[src/rtl/zhr_pkg.sv]
`timescale 1ns / 1ps
`default_nettype none

package zhr_pkg;

  localparam int unsigned LMAX_DEF      = 31;
  localparam int unsigned FRAC_BITS_DEF = 16;

  localparam int unsigned DEGREE_W = 5;
  localparam int unsigned COS_W    = 18;
  localparam int unsigned VALUE_W  = 19;
  localparam int unsigned SCALE_W  = VALUE_W + 2;

  localparam int unsigned COS_LIM_MAG   = 65536;
  localparam int unsigned OUT_POS_MAG   = 262143;
  localparam int unsigned OUT_NEG_MAG   = 262144;

  localparam logic [63:0] Y0_Q30 = 64'd302896976;
  localparam logic [63:0] Y1_Q30 = 64'd524632952;

  typedef struct packed {
    logic load;
    logic mul_y1;
    logic mul_a;
    logic mul_t;
    logic mul_b;
    logic update;
    logic emit;
  } zhr_cmd_t;

  typedef struct packed {
    logic deg_lt2;
    logic k_last;
    logic out_free;
  } zhr_sts_t;

  // Restoring long division: floor(num * 2^bits / den) for num below 2^32.
  function automatic logic [63:0] div_frac(input logic [63:0] num, input logic [63:0] den,
                                           input int unsigned bits);
    logic [63:0] q;
    logic [63:0] rem;
    int          i;
    q   = '0;
    rem = '0;
    for (i = 31; i >= 0; i--) begin
      rem = {rem[62:0], num[i]};
      q   = {q[62:0], 1'b0};
      if (rem >= den) begin
        rem  = rem - den;
        q[0] = 1'b1;
      end
    end
    for (i = 0; i < int'(bits); i++) begin
      rem = {rem[62:0], 1'b0};
      q   = {q[62:0], 1'b0};
      if (rem >= den) begin
        rem  = rem - den;
        q[0] = 1'b1;
      end
    end
    return q;
  endfunction

  function automatic logic [63:0] isqrt(input logic [63:0] arg);
    logic [63:0] x;
    logic [63:0] r;
    logic [63:0] b;
    int          i;
    x = arg;
    r = '0;
    b = 64'h4000_0000_0000_0000;
    for (i = 0; i < 32; i++) begin
      if (x >= r + b) begin
        x = x - (r + b);
        r = (r >> 1) + b;
      end else begin
        r = r >> 1;
      end
      b = b >> 2;
    end
    return r;
  endfunction

  function automatic logic [63:0] coef_a(input int unsigned k, input int unsigned f);
    logic [63:0] kk;
    kk = 64'(k);
    return isqrt(div_frac(4 * kk * kk - 64'd1, kk * kk, 2 * f));
  endfunction

  function automatic logic [63:0] coef_b(input int unsigned k, input int unsigned f);
    logic [63:0] kk;
    kk = 64'(k);
    return isqrt(div_frac((kk - 64'd1) * (kk - 64'd1) * (2 * kk + 64'd1),
                          kk * kk * (2 * kk - 64'd3), 2 * f));
  endfunction

  // Q30 constant rounded half away from zero to f fraction bits.
  function automatic logic [63:0] const_q(input logic [63:0] q30, input int unsigned f);
    if (f >= 30) begin
      return q30;
    end
    return (q30 + (64'd1 << (29 - f))) >> (30 - f);
  endfunction

endpackage

`default_nettype wire

[src/rtl/zhr_if.sv]
`timescale 1ns / 1ps
`default_nettype none

interface zhr_in_if import zhr_pkg::*; ();
  logic                       valid;
  logic                       ready;
  logic        [DEGREE_W-1:0] degree;
  logic signed [COS_W-1:0]    cos_theta;

  modport source (output valid, output degree, output cos_theta, input ready);
  modport sink (input valid, input degree, input cos_theta, output ready);
endinterface

interface zhr_out_if import zhr_pkg::*; ();
  logic                      valid;
  logic                      ready;
  logic signed [VALUE_W-1:0] value;

  modport source (output valid, output value, input ready);
  modport sink (input valid, input value, output ready);
endinterface

`default_nettype wire

[src/rtl/zhr_ctrl.sv]
`timescale 1ns / 1ps
`default_nettype none

module zhr_ctrl import zhr_pkg::*; (
  input  wire logic     clk_i,
  input  wire logic     rst_ni,
  input  wire logic     in_valid_i,
  output logic          in_ready_o,
  input  wire zhr_sts_t sts_i,
  output zhr_cmd_t      cmd_o
);

  typedef enum logic [6:0] {
    S_IDLE = 7'b000_0001,
    S_Y1   = 7'b000_0010,
    S_A    = 7'b000_0100,
    S_T    = 7'b000_1000,
    S_B    = 7'b001_0000,
    S_FIN  = 7'b010_0000,
    S_OUT  = 7'b100_0000
  } state_e;

  state_e state_q, state_d;
  logic   pend_q, pend_d;

  always_comb begin
    state_d    = state_q;
    pend_d     = pend_q;
    cmd_o      = '0;
    in_ready_o = 1'b0;
    unique case (state_q)
      S_IDLE: begin
        in_ready_o = 1'b1;
        if (in_valid_i) begin
          cmd_o.load = 1'b1;
          state_d    = S_Y1;
        end
      end
      S_Y1: begin
        cmd_o.mul_y1 = 1'b1;
        pend_d       = 1'b0;
        state_d      = sts_i.deg_lt2 ? S_OUT : S_A;
      end
      S_A: begin
        cmd_o.mul_a  = 1'b1;
        cmd_o.update = pend_q;
        pend_d       = 1'b0;
        state_d      = S_T;
      end
      S_T: begin
        cmd_o.mul_t = 1'b1;
        state_d     = S_B;
      end
      S_B: begin
        cmd_o.mul_b = 1'b1;
        pend_d      = 1'b1;
        state_d     = sts_i.k_last ? S_FIN : S_A;
      end
      S_FIN: begin
        cmd_o.update = 1'b1;
        pend_d       = 1'b0;
        state_d      = S_OUT;
      end
      S_OUT: begin
        if (sts_i.out_free) begin
          cmd_o.emit = 1'b1;
          state_d    = S_IDLE;
        end
      end
      default: begin
        state_d = S_IDLE;
      end
    endcase
  end

  always_ff @(posedge clk_i or negedge rst_ni) begin
    if (!rst_ni) begin
      state_q <= S_IDLE;
      pend_q  <= 1'b0;
    end else begin
      state_q <= state_d;
      pend_q  <= pend_d;
    end
  end

endmodule

`default_nettype wire

[src/rtl/zhr_datapath.sv]
`timescale 1ns / 1ps
`default_nettype none

module zhr_datapath import zhr_pkg::*; #(
  parameter int unsigned LMAX      = LMAX_DEF,
  parameter int unsigned FRAC_BITS = FRAC_BITS_DEF
) (
  input  wire logic                       clk_i,
  input  wire logic                       rst_ni,
  input  wire zhr_cmd_t                   cmd_i,
  output zhr_sts_t                        sts_o,
  input  wire logic        [DEGREE_W-1:0] in_degree_i,
  input  wire logic signed [COS_W-1:0]    in_cos_i,
  output logic                            out_valid_o,
  output logic signed      [VALUE_W-1:0]  out_value_o,
  input  wire logic                       out_ready_i
);

  localparam int unsigned F   = FRAC_BITS;
  localparam int unsigned KW  = $clog2(LMAX + 1);
  localparam int unsigned DW  = (KW > DEGREE_W) ? KW : DEGREE_W;
  localparam int unsigned CW  = F + 2;
  localparam int unsigned YW  = F + 5;
  localparam int unsigned TW  = F + 2;
  localparam int unsigned PW  = F + 6;
  localparam int unsigned MAW = F + 1;
  localparam int unsigned MBW = F + 4;

  localparam logic [MAW-1:0] Y0C = MAW'(const_q(Y0_Q30, F));
  localparam logic [MAW-1:0] Y1C = MAW'(const_q(Y1_Q30, F));
  localparam logic signed [PW:0] LIM_P = (PW + 1)'(64'sd1 <<< (F + 3));
  localparam logic signed [PW:0] LIM_N = -LIM_P;

  logic [MAW-1:0] rom_a [LMAX+1];
  logic [MAW-1:0] rom_b [LMAX+1];

  for (genvar gk = 0; gk <= LMAX; gk++) begin : g_rom
    if (gk < 2) begin : g_unused
      assign rom_a[gk] = '0;
      assign rom_b[gk] = '0;
    end else begin : g_coef
      assign rom_a[gk] = MAW'(coef_a(gk, F));
      assign rom_b[gk] = MAW'(coef_b(gk, F));
    end
  end

  logic        [KW-1:0] deg_q, k_q;
  logic signed [CW-1:0] c_q;
  logic signed [YW-1:0] y0_q, y1_q;
  logic signed [TW-1:0] t_q;
  logic signed [PW-1:0] p_q, q_q;
  logic signed [VALUE_W-1:0] value_q;
  logic                 valid_q;

  // Input conversion: clamp the degree to LMAX, clamp cos(theta) and rescale it to F fraction bits.
  logic        [DW-1:0]  deg_ext;
  logic        [KW-1:0]  deg_clamp;
  logic                  cin_neg;
  logic        [COS_W-1:0] cin_abs;
  logic        [16:0]    cin_mag;
  logic        [F:0]     cin_scaled;
  logic signed [CW-1:0]  c_new;

  assign deg_ext   = DW'(in_degree_i);
  assign deg_clamp = (deg_ext > DW'(LMAX)) ? KW'(LMAX) : KW'(deg_ext);
  assign cin_neg   = in_cos_i[COS_W-1];
  assign cin_abs   = cin_neg ? COS_W'(0) - COS_W'(in_cos_i) : COS_W'(in_cos_i);
  assign cin_mag   = (cin_abs > COS_W'(COS_LIM_MAG)) ? 17'(COS_LIM_MAG) : cin_abs[16:0];

  if (F >= 16) begin : g_cin_up
    assign cin_scaled = (F + 1)'(cin_mag) << (F - 16);
  end else begin : g_cin_down
    assign cin_scaled = (F + 1)'((18'(cin_mag) + (18'd1 << (15 - F))) >> (16 - F));
  end

  assign c_new = cin_neg ? CW'(0) - CW'(cin_scaled) : CW'(cin_scaled);

  // Shared sign-magnitude multiplier, product truncated by F bits.
  logic [CW-1:0]      c_abs;
  logic [YW-1:0]      y0_abs, y1_abs;
  logic [TW-1:0]      t_abs;
  logic [MAW-1:0]     ma;
  logic [MBW-1:0]     mb;
  logic               a_neg, b_neg;
  logic [MAW+MBW-1:0] prod;
  logic [PW-1:0]      prod_mag;
  logic signed [PW-1:0] mul_res;

  assign c_abs  = c_q[CW-1]  ? CW'(0) - CW'(c_q)  : CW'(c_q);
  assign y0_abs = y0_q[YW-1] ? YW'(0) - YW'(y0_q) : YW'(y0_q);
  assign y1_abs = y1_q[YW-1] ? YW'(0) - YW'(y1_q) : YW'(y1_q);
  assign t_abs  = t_q[TW-1]  ? TW'(0) - TW'(t_q)  : TW'(t_q);

  always_comb begin
    if (cmd_i.mul_y1) begin
      ma    = Y1C;
      a_neg = 1'b0;
      mb    = MBW'(c_abs);
      b_neg = c_q[CW-1];
    end else if (cmd_i.mul_a) begin
      ma    = rom_a[k_q];
      a_neg = 1'b0;
      mb    = MBW'(c_abs);
      b_neg = c_q[CW-1];
    end else if (cmd_i.mul_t) begin
      ma    = t_abs[MAW-1:0];
      a_neg = t_q[TW-1];
      mb    = y1_abs[MBW-1:0];
      b_neg = y1_q[YW-1];
    end else begin
      ma    = rom_b[k_q];
      a_neg = 1'b0;
      mb    = y0_abs[MBW-1:0];
      b_neg = y0_q[YW-1];
    end
  end

  assign prod     = (MAW + MBW)'(ma) * (MAW + MBW)'(mb);
  assign prod_mag = PW'(prod[MAW+MBW-1:F]);
  assign mul_res  = (a_neg ^ b_neg) ? PW'(0) - prod_mag : prod_mag;

  // Recurrence update with clamping to eight in magnitude.
  logic signed [PW:0]   diff;
  logic signed [PW:0]   diff_clamp;

  assign diff       = (PW + 1)'(p_q) - (PW + 1)'(q_q);
  assign diff_clamp = (diff > LIM_P) ? LIM_P : ((diff < LIM_N) ? LIM_N : diff);

  // Output: rescale to 16 fraction bits and saturate.
  logic signed [YW-1:0]  y_sel;
  logic                  y_neg;
  logic        [YW-1:0]  y_abs;
  logic        [SCALE_W-1:0] y_scaled;
  logic        [SCALE_W-1:0] y_lim;
  logic        [SCALE_W-1:0] y_sat;
  logic signed [VALUE_W-1:0] value_new;

  assign y_sel = (deg_q == '0) ? y0_q : y1_q;
  assign y_neg = y_sel[YW-1];
  assign y_abs = y_neg ? YW'(0) - YW'(y_sel) : YW'(y_sel);

  if (F > 16) begin : g_out_down
    assign y_scaled = SCALE_W'((y_abs + (YW'(1) << (F - 17))) >> (F - 16));
  end else begin : g_out_up
    assign y_scaled = SCALE_W'(y_abs) << (16 - F);
  end

  assign y_lim     = y_neg ? SCALE_W'(OUT_NEG_MAG) : SCALE_W'(OUT_POS_MAG);
  assign y_sat     = (y_scaled > y_lim) ? y_lim : y_scaled;
  assign value_new = y_neg ? VALUE_W'(SCALE_W'(0) - y_sat) : VALUE_W'(y_sat);

  always_ff @(posedge clk_i) begin
    if (cmd_i.load) begin
      deg_q <= deg_clamp;
      k_q   <= KW'(2);
      c_q   <= c_new;
      y0_q  <= YW'(Y0C);
    end
    if (cmd_i.mul_y1) begin
      y1_q <= YW'(mul_res);
    end
    if (cmd_i.mul_a) begin
      t_q <= TW'(mul_res);
    end
    if (cmd_i.mul_t) begin
      p_q <= mul_res;
    end
    if (cmd_i.mul_b) begin
      q_q <= mul_res;
      if (k_q != deg_q) begin
        k_q <= k_q + KW'(1);
      end
    end
    if (cmd_i.update) begin
      y0_q <= y1_q;
      y1_q <= YW'(diff_clamp);
    end
    if (cmd_i.emit) begin
      value_q <= value_new;
    end
  end

  always_ff @(posedge clk_i or negedge rst_ni) begin
    if (!rst_ni) begin
      valid_q <= 1'b0;
    end else if (cmd_i.emit) begin
      valid_q <= 1'b1;
    end else if (out_ready_i) begin
      valid_q <= 1'b0;
    end
  end

  assign sts_o.deg_lt2  = deg_q < KW'(2);
  assign sts_o.k_last   = k_q == deg_q;
  assign sts_o.out_free = !valid_q || out_ready_i;

  assign out_valid_o = valid_q;
  assign out_value_o = value_q;

endmodule

`default_nettype wire

[src/rtl/zonal_harmonic_recurrence_core.sv]
`timescale 1ns / 1ps
`default_nettype none
// Channel  Direction  Beat contents
// in_i     sink       degree (5 b unsigned), cos_theta (18 b signed Q1.16)
// out_o    source     value (19 b signed Q2.16, saturated)
//
// One item is worked at a time on a single shared multiplier, three products per
// recurrence degree. After acceptance the core forms y1, then for each degree from
// two up to l forms the a, t and b products and updates the recurrence, and then
// registers the result; degrees zero and one go from y1 straight to the output.
// The output register lets the next beat be accepted while a result waits.
// Reset is asynchronous and active low and clears only control state.

module zonal_harmonic_recurrence_core import zhr_pkg::*; #(
  parameter int unsigned LMAX      = LMAX_DEF,
  parameter int unsigned FRAC_BITS = FRAC_BITS_DEF
) (
  input  wire logic clk_i,
  input  wire logic rst_ni,
  zhr_in_if.sink    in_i,
  zhr_out_if.source out_o
);

  zhr_cmd_t cmd;
  zhr_sts_t sts;

  zhr_ctrl u_ctrl (
    .clk_i      (clk_i),
    .rst_ni     (rst_ni),
    .in_valid_i (in_i.valid),
    .in_ready_o (in_i.ready),
    .sts_i      (sts),
    .cmd_o      (cmd)
  );

  zhr_datapath #(
    .LMAX      (LMAX),
    .FRAC_BITS (FRAC_BITS)
  ) u_datapath (
    .clk_i       (clk_i),
    .rst_ni      (rst_ni),
    .cmd_i       (cmd),
    .sts_o       (sts),
    .in_degree_i (in_i.degree),
    .in_cos_i    (in_i.cos_theta),
    .out_valid_o (out_o.valid),
    .out_value_o (out_o.value),
    .out_ready_i (out_o.ready)
  );

endmodule

`default_nettype wire

[src/flat_wrapper.sv]
// flat-port wrapper written by rule: the top's interface ports become plain ports
module zonal_harmonic_recurrence_core_flat import zhr_pkg::*;
#(
  parameter int unsigned LMAX      = LMAX_DEF,
  parameter int unsigned FRAC_BITS = FRAC_BITS_DEF
)
  (clk_i, rst_ni, in_i_valid, in_i_degree, in_i_cos_theta, in_i_ready, out_o_valid, out_o_value, out_o_ready);
  zhr_in_if in_i_i ();
  zhr_out_if out_o_i ();
  input  wire logic clk_i;
  input  wire logic rst_ni;
  input wire logic [$bits(in_i_i.valid)-1:0] in_i_valid;
  input wire logic [$bits(in_i_i.degree)-1:0] in_i_degree;
  input wire logic [$bits(in_i_i.cos_theta)-1:0] in_i_cos_theta;
  output wire logic [$bits(in_i_i.ready)-1:0] in_i_ready;
  output wire logic [$bits(out_o_i.valid)-1:0] out_o_valid;
  output wire logic [$bits(out_o_i.value)-1:0] out_o_value;
  input wire logic [$bits(out_o_i.ready)-1:0] out_o_ready;
  assign in_i_i.valid = in_i_valid;
  assign in_i_i.degree = in_i_degree;
  assign in_i_i.cos_theta = in_i_cos_theta;
  assign in_i_ready = in_i_i.ready;
  assign out_o_valid = out_o_i.valid;
  assign out_o_value = out_o_i.value;
  assign out_o_i.ready = out_o_ready;
  zonal_harmonic_recurrence_core #(.LMAX(LMAX), .FRAC_BITS(FRAC_BITS)) u_core (.clk_i(clk_i), .rst_ni(rst_ni), .in_i(in_i_i), .out_o(out_o_i));
endmodule
[config.mk]
export PLATFORM = sky130hd
export DESIGN_NAME = zonal_harmonic_recurrence_core_flat
export DESIGN_NICKNAME = d
export VERILOG_FILES = /design/src/rtl/zhr_pkg.sv /design/src/rtl/zhr_if.sv /design/src/rtl/zhr_ctrl.sv /design/src/rtl/zhr_datapath.sv /design/src/rtl/zonal_harmonic_recurrence_core.sv /design/src/flat_wrapper.sv
export SDC_FILE = /design/constraint.sdc
export NUM_CORES = 1
export LEC_CHECK = 0
export BUFFER_PORTS_ARGS = -buffer_cell sky130_fd_sc_hd__buf_2
export CORE_UTILIZATION = 60
export DETAILED_ROUTE_END_ITERATION = 10
export GPL_TIMING_DRIVEN = 0
export PLACE_DENSITY = 0.8
export SLEW_MARGIN = 10
export SYNTH_ARGS = -nofsm -noshare
export SYNTH_HDL_FRONTEND = slang
export SYNTH_HIERARCHICAL = 1
export SYNTH_SLANG_ARGS = --single-unit
[constraint.sdc]
create_clock -name clk_i -period 11.6 [get_ports clk_i]
set_clock_uncertainty 0.1 [all_clocks]
set_input_delay 0 -clock clk_i [delete_from_list [all_inputs] [get_ports clk_i]]
set_output_delay 0 -clock clk_i [all_outputs]
set_load 0.1 [all_outputs]
==> summary.txt, run 1 <==
Worst setup path
  • Cell repeated most along the worst path: fa_1
  • End of the critical path: u_core/u_datapath/y1_q[17]
  • CP startpoint kind: flop
  • Critical Path RT: between 10 and 15 ns
  • Worst setup EP type: flop
  • Worst R2R End: u_core/u_datapath/y1_q[17]
  • R2r startpoint: u_core/u_ctrl/state_q[1]
  • Worst setup path startpoint: u_core/u_ctrl/state_q[1]
  • Max stage delay cell, worst path: or4_1
  • WP data arrival: 11.55 ns
  • Worst-path maximum fanout: 10
  • Worst R2R Path Depth: 32
  • Worst reg-to-reg setup slack: between 0.1 and 0.15 ns
  • Kind of critical path: reg2reg
  • Max incr delay on CP: 0.61 ns

Synth
  • Post-synth top flop: edfxtp_1
  • Synthesized instance count: approximately 2800
  • Post-synth cell types: 104
  • Post-synthesis average cell area: 8.62 um^2
  • Synth Cell Area: 24500 um^2
  • Fraction of registers with async set/reset: 0.0563
  • Register area share after synthesis: 0.192
  • Synthesis-stage register bit count: between 150 and 200
  • Yosys warnings: 6
  • Post-synth EDFFs: 146
  • Post-Syn Nets: ~3300

Routing
  • Number of DRC markers in iteration 0: 2355
  • Pre-antenna DRT Iters: 5
  • Drt total wl: 73400 um
  • Final ANT Viol Nets: 0
  • DRC Markers: 0
  • Wirelength per Cell: about 21 um
  • DR vias: around 22000
  • Via/cell ratio: ~6.3

Placed design
  • I/O Buffers: 40
  • Placer Congestion: ~1
  • Dpl hpwl: 58500 um

GRT
  • First-pass GRT wire length: 117000 um
  • Largest net degree at the start of global routing: 28
  • Initial antenna violation count: 1
  • GRT Total Usage: 0.363
  • Number of global-route vias before repair: 21300
  • Grt total ovfl: 0

Die
  • Die height: 204 um
  • Core Box Area: around 40000 um^2
  • Num rows: 73
  • Die width: 204 um
  • Initial Util: 0.613
  • Die area: 41700 um^2
  • I/O pin total: 48

Timing
  • Relative max-transition margin: 0.197
  • Setup violators final: 0
  • Post-route setup TNS: 0 ns
  • Max Fclk: between 80 and 90 MHz
  • Post-layout min period: approximately 11 ns
  • Hold Worst Slack: 0.0132 ns
  • Slew @ Worst Pin: 1.20 ns
  • Final hold vios: 0
  • Slew Viols, Final: 0
  • Part of the cycle the worst path needs: 0.988

Clocking
  • Worst skew pair latency: ~0.44 ns
  • # H-tree levels: 4
  • CTS tree: built
  • Clock Sinks: 160
  • Worst-path clk slew: 0.07 ns
  • Clk root buf: clkbuf_16
  • Max Buffers Root-to-Sink: 2
  • Cts bufs inserted: 17
  • Setup Buffers After CTS: 0

Final layout
  • Area growth syn-to-layout: 7.90%
  • Layout cell share with drive strength beyond 1: 0.0732
  • Number of diodes: 0
  • Final #Nets: 3381

Outcome
  • Status: complete, no violations

Job
  • Max-cap violations: 0

Hold path
  • Hold crit path type: in2reg
## sequential cells by signal, indices dropped and copies added, names as in the netlist, 5 cells and up
name,cells
u_core/u_datapath/k_q,5
u_core/u_datapath/y0_q,21
u_core/u_datapath/y1_q,21
u_core/u_datapath/out_value_o,19
u_core/u_datapath/q_q,22
u_core/u_datapath/t_q,18
u_core/u_datapath/deg_q,5
u_core/u_ctrl/state_q,7
u_core/u_datapath/c_q,18
u_core/u_datapath/p_q,22
## cell usage in the layout (no fill, tap or decap), types with 34 or more instances in the layout
master / synthesis / final
nor2b_1: 39 / 39
clkbuf_2: 1 / 34
mux2i_1: 35 / 35
edfxtp_1: 146 / 146
o21ai_0: 116 / 114
nand3_1: 46 / 46
inv_1: 388 / 388
nand2_1: 371 / 370
buf_2: 8 / 48
and2_1: 116 / 115
xnor2_1: 95 / 95
clkbuf_1: 123 / 89
ha_1: 160 / 160
nor3_1: 54 / 54
fa_1: 268 / 268
xor2_1: 72 / 70
a21oi_1: 132 / 127
nor2_1: 146 / 144
## per-stage QoR
step	area (um^2)	worst slack [ns]	util	instances
floorplan	24500	0.0328	-	2846
global placement	25400	-4.15	0.635	3411
CTS	26300	0.000630	0.658	3466
detailed placement	25500	-0.503	0.637	3418
global route	26500	-0.00306	0.662	3464
finish	26500	0.134	0.662	3464
## synthesized netlist by cell type (35+ instances only)
cell type | number | area [um^2]
nand3_1 | 46 | 230
xor2_1 | 72 | 631
mux2i_1 | 35 | 350
nor2_1 | 146 | 548
inv_1 | 388 | 1460
a21oi_1 | 132 | 661
nor2b_1 | 39 | 244
ha_1 | 160 | 2000
and2_1 | 116 | 726
nand2_1 | 371 | 1390
xnor2_1 | 95 | 832
o21ai_0 | 116 | 581
fa_1 | 268 | 5370
nor3_1 | 54 | 270
edfxtp_1 | 146 | 4380
clkbuf_1 | 123 | 462
## how the worst min path moves through the flow
| stage | startpoint | endpoint | slack (ns) | cells past startpoint |
|---|---|---|---|---|
| 3_3_place_gp | rst_ni | u_core/u_ctrl/pend_q | -0.24 | 1 |
| 3_5_place_dp | rst_ni | u_core/u_ctrl/pend_q | -0.23 | 1 |
| 6_report | in_i_cos_theta[11] | u_core/u_datapath/c_q[11] | 0.01 | 4 |
| 4_1_cts | in_i_cos_theta[11] | u_core/u_datapath/c_q[11] | 0.0006 | 4 |
| 2_1_floorplan | rst_ni | u_core/u_ctrl/pend_q | -0.40 | 0 |
| 5_1_grt | in_i_cos_theta[11] | u_core/u_datapath/c_q[11] | 0.03 | 4 |
## critical path: cells and delay by family, from the launching register on
| kind | cells | cell delay [ns] |
|---|---|---|
| XOR/XNOR | 1 | 0.34 |
| AO/OA/AOI/OAI | 7 | 2.19 |
| buffers and inverters | 8 | 2.03 |
| adder cells (fa/ha/maj) | 7 | 3.41 |
| flip-flops | 1 | 0.43 |
| AND/OR/NAND/NOR | 9 | 2.70 |
## layer usage
metal,up-vias,part of all wire,global-route usage
met5,-,0,0
met2,1231,0.45,0.557
met1,10500,0.41,0.506
met3,211,0.10,0.0681
met4,0,0.044,0.147
li1,9774,-,-
## timing repair
item	4_1_cts	5_1_grt
hold endpoints to repair	25	0
resized for setup	20	80
hold buffers	16	0
setup endpoints to repair	39	36
## area by class of cell
cell class	instances	area, um^2
clock inverters	15	198
clock buffers	17	425
inverters	392	1480
repair buffers	63	424
plain buffers	147	623
multi-input cells	2145	18000
flip-flops and latches	160	4710
well taps	525	657
fillers	3336	13500
## cell families after synthesis
logic type	share of synthesized area
AOI/OAI and AO/OA	0.150
xor gates and xnor gates	0.0596
adders and majority gates	0.300
buffers and inverters	0.0842
DFF	0.192
muxes	0.0204
and+or+nand+nor	0.194
Power of run 1 is left out: the tool's default activity adds up to more than one toggle a clock period on the data nets, which glitch-free logic cannot reach.
==> run 2: changes to the inputs <==
--- a/config.mk
+++ b/config.mk
@@ -6,10 +6,10 @@
 export NUM_CORES = 1
 export LEC_CHECK = 0
 export BUFFER_PORTS_ARGS = -buffer_cell sky130_fd_sc_hd__buf_2
-export CORE_UTILIZATION = 60
+export CORE_UTILIZATION = 65
 export DETAILED_ROUTE_END_ITERATION = 10
 export GPL_TIMING_DRIVEN = 0
-export PLACE_DENSITY = 0.8
+export PLACE_DENSITY = 0.82
 export SLEW_MARGIN = 10
 export SYNTH_ARGS = -nofsm -noshare
 export SYNTH_HDL_FRONTEND = slang
==> constraint.sdc (replaced) <==
create_clock -name clk_i -period 12.52 [get_ports clk_i]
set_clock_uncertainty 0.1 [all_clocks]
set_input_delay 0 -clock clk_i [delete_from_list [all_inputs] [get_ports clk_i]]
set_output_delay 0 -clock clk_i [all_outputs]
set_load 0.1 [all_outputs]
==> run 2 against run 1 <==
Fmax shrank 6.2%. Sequential cell count is the same. Design area shrank 0.89%. Count of clock-buffer cells in the layout is the same. Non-clock buffer count grew 1. Setup slack gained 0.16 ns. Via count grew 0.63%. Register-to-register slack gained 0.16 ns. Cell count shrank 0.58%. Die area shrank 7.6%. Routed wire length grew 0.30%. Utilization grew 5.0 points. Critical endpoint is now u_core/u_datapath/t_q[16]. Largest cell class unchanged.
==> summary.txt, run 2 (synthesized netlist as in run 1, its figures left out) <==
Routing
  • DR vias: between 20000 and 25000
  • DRC Markers: 0
  • Final ANT Viol Nets: 0
  • Via/cell ratio: around 6.4
  • Pre-antenna DRT Iters: 7
  • Wirelength per Cell: approximately 21 um
  • Number of DRC markers in iteration 0: 2284
  • Drt total wl: ~74000 um

Worst setup path
  • WP data arrival: ~12 ns
  • Critical Path RT: roughly 13 ns
  • CP startpoint kind: flop
  • Worst R2R End: u_core/u_datapath/t_q[16]
  • Max incr delay on CP: ~0.84 ns
  • R2r startpoint: u_core/u_ctrl/state_q[1]
  • Worst-path maximum fanout: 10
  • Worst setup EP type: flop
  • Cell repeated most along the worst path: fa_1
  • Kind of critical path: reg2reg
  • Max stage delay cell, worst path: xor2_1
  • Worst reg-to-reg setup slack: between 0.2 and 0.3 ns
  • Worst R2R Path Depth: 31

Hold path
  • Hold path startpoint: in_i_cos_theta[5]
  • Hold crit path type: in2reg
  • Worst hold stages: 4
  • Worst hold endpoint: u_core/u_datapath/c_q[5]

GRT
  • Initial antenna violation count: 1
  • First-pass GRT wire length: roughly 110000 um
  • Number of global-route vias before repair: approximately 21000
  • Grt total ovfl: 0
  • GRT Total Usage: 0.388
  • Largest net degree at the start of global routing: 28

Final layout
  • Commonest non-fill, non-tap cell in the layout: inv_1
  • Layout cell share with drive strength beyond 1: 0.0561
  • Final #Nets: ~3400
  • Finished Cell Area: ~26000 um^2
  • Most frequent cells in the layout: inv_1 (388), nand2_1 (371), fa_1 (268)
  • Fillers: just under 3000
  • Largest registers: u_core/u_datapath/p_q: 22 flops, u_core/u_datapath/q_q: 22 flops
  • Area growth syn-to-layout: 6.93%

Clocking
  • CTS tree: built
  • Clock Sinks: between 150 and 200
  • # H-tree levels: 4
  • Worst skew pair latency: between 0.4 and 0.5 ns
  • Cts bufs inserted: 17
  • Clk root buf: clkbuf_16
  • Worst-path clk slew: approximately 0.070 ns
  • Max Buffers Root-to-Sink: 2
  • Setup Buffers After CTS: 0

Die
  • I/O pin total: 48
  • Die width: just under 200 um
  • Initial Util: 0.666
  • Core Box Area: 36900 um^2
  • Die area: 38500 um^2
  • Die height: 196 um
  • Num rows: 70

Timing
  • Slew @ Worst Pin: 1.35 ns
  • Setup violators final: 0
  • Post-layout min period: 12.23 ns
  • Final hold vios: 0
  • Relative max-transition margin: 0.0968
  • Unrepaired setup endpoints after global routing: false
  • Part of the cycle the worst path needs: 0.977
  • Slew Viols, Final: 0
  • Max Fclk: a little over 80 MHz

Placed design
  • DP Area: around 25000 um^2
  • I/O Buffers: 40
  • Dpl hpwl: roughly 60000 um
  • Placer Congestion: 0.978

Outcome
  • Status: complete, no violations

Job
  • Max-cap violations: 0
## run 2: how the worst max path moves through the flow
stage	start	endpoint	slack (ns)
5_1_grt	u_core/u_ctrl/state_q[1]	u_core/u_datapath/y1_q[17]	0.004
2_1_floorplan	u_core/u_ctrl/state_q[1]	u_core/u_datapath/y1_q[17]	0.95
3_5_place_dp	u_core/u_ctrl/state_q[1]	u_core/u_datapath/p_q[16]	0.33
6_report	u_core/u_ctrl/state_q[1]	u_core/u_datapath/t_q[16]	0.29
4_1_cts	u_core/u_ctrl/state_q[1]	u_core/u_datapath/t_q[16]	0.27
3_3_place_gp	u_core/u_ctrl/state_q[5]	u_core/u_datapath/y1_q[17]	-3.53
## run 2: repair_timing
action | CTS | global route
resized for setup | 0 | 17
hold endpoints to repair | 25 | 0
hold buffers | 17 | 0
endpoints found under the setup margin | 0 | 33
## run 2: layout make-up
type / count / area (um^2) / area share
buffer: 149 / 592 / 0.0225
multi-input combinational: 2145 / 17800 / 0.680
timing repair buffer: 62 / 409 / 0.0156
antenna: 1 / 2.50 / 0.0000953
sequential: 160 / 4710 / 0.179
clock inverter: 14 / 161 / 0.00615
inverter: 392 / 1480 / 0.0563
tap: 504 / 631 / 0.0240
clock buffer: 17 / 425 / 0.0162
## run 2: metal layers
metal,routed length [um],part of all wire,vias up,global-route usage
li1,-,-,9756,-
met1,29600,0.40,10600,0.532
met2,32400,0.44,1300,0.592
met3,8250,0.11,235,0.0853
met4,3410,0.046,0,0.173
met5,0,0,-,0
## run 2: critical path, delay by kind of cell (launching register included)
kind	cells	cell delay, ns
adder cells (fa/ha/maj)	7	3.43
XOR/XNOR	1	0.84
flip-flops	1	0.44
AND/OR/NAND/NOR	8	2.24
buffers and inverters	8	2.25
AO/OA/AOI/OAI	7	2.56
## run 2: through the flow
step / worst slack [ns] / hold slack (ns) / utilization / TNS, ns / cells
global placement: -3.53 / -0.242 / 0.688 / -235.65 / 3390
finish: 0.292 / 0.0442 / 0.712 / 0 / 3444
detailed placement: 0.326 / -0.226 / 0.690 / 0 / 3395
floorplan: 0.953 / -0.396 / - / 0 / 2846
CTS: 0.270 / 0.0133 / 0.710 / 0 / 3443
global route: 0.00362 / 0.0611 / 0.712 / 0 / 3443
Power of run 2 is left out for the same reason.
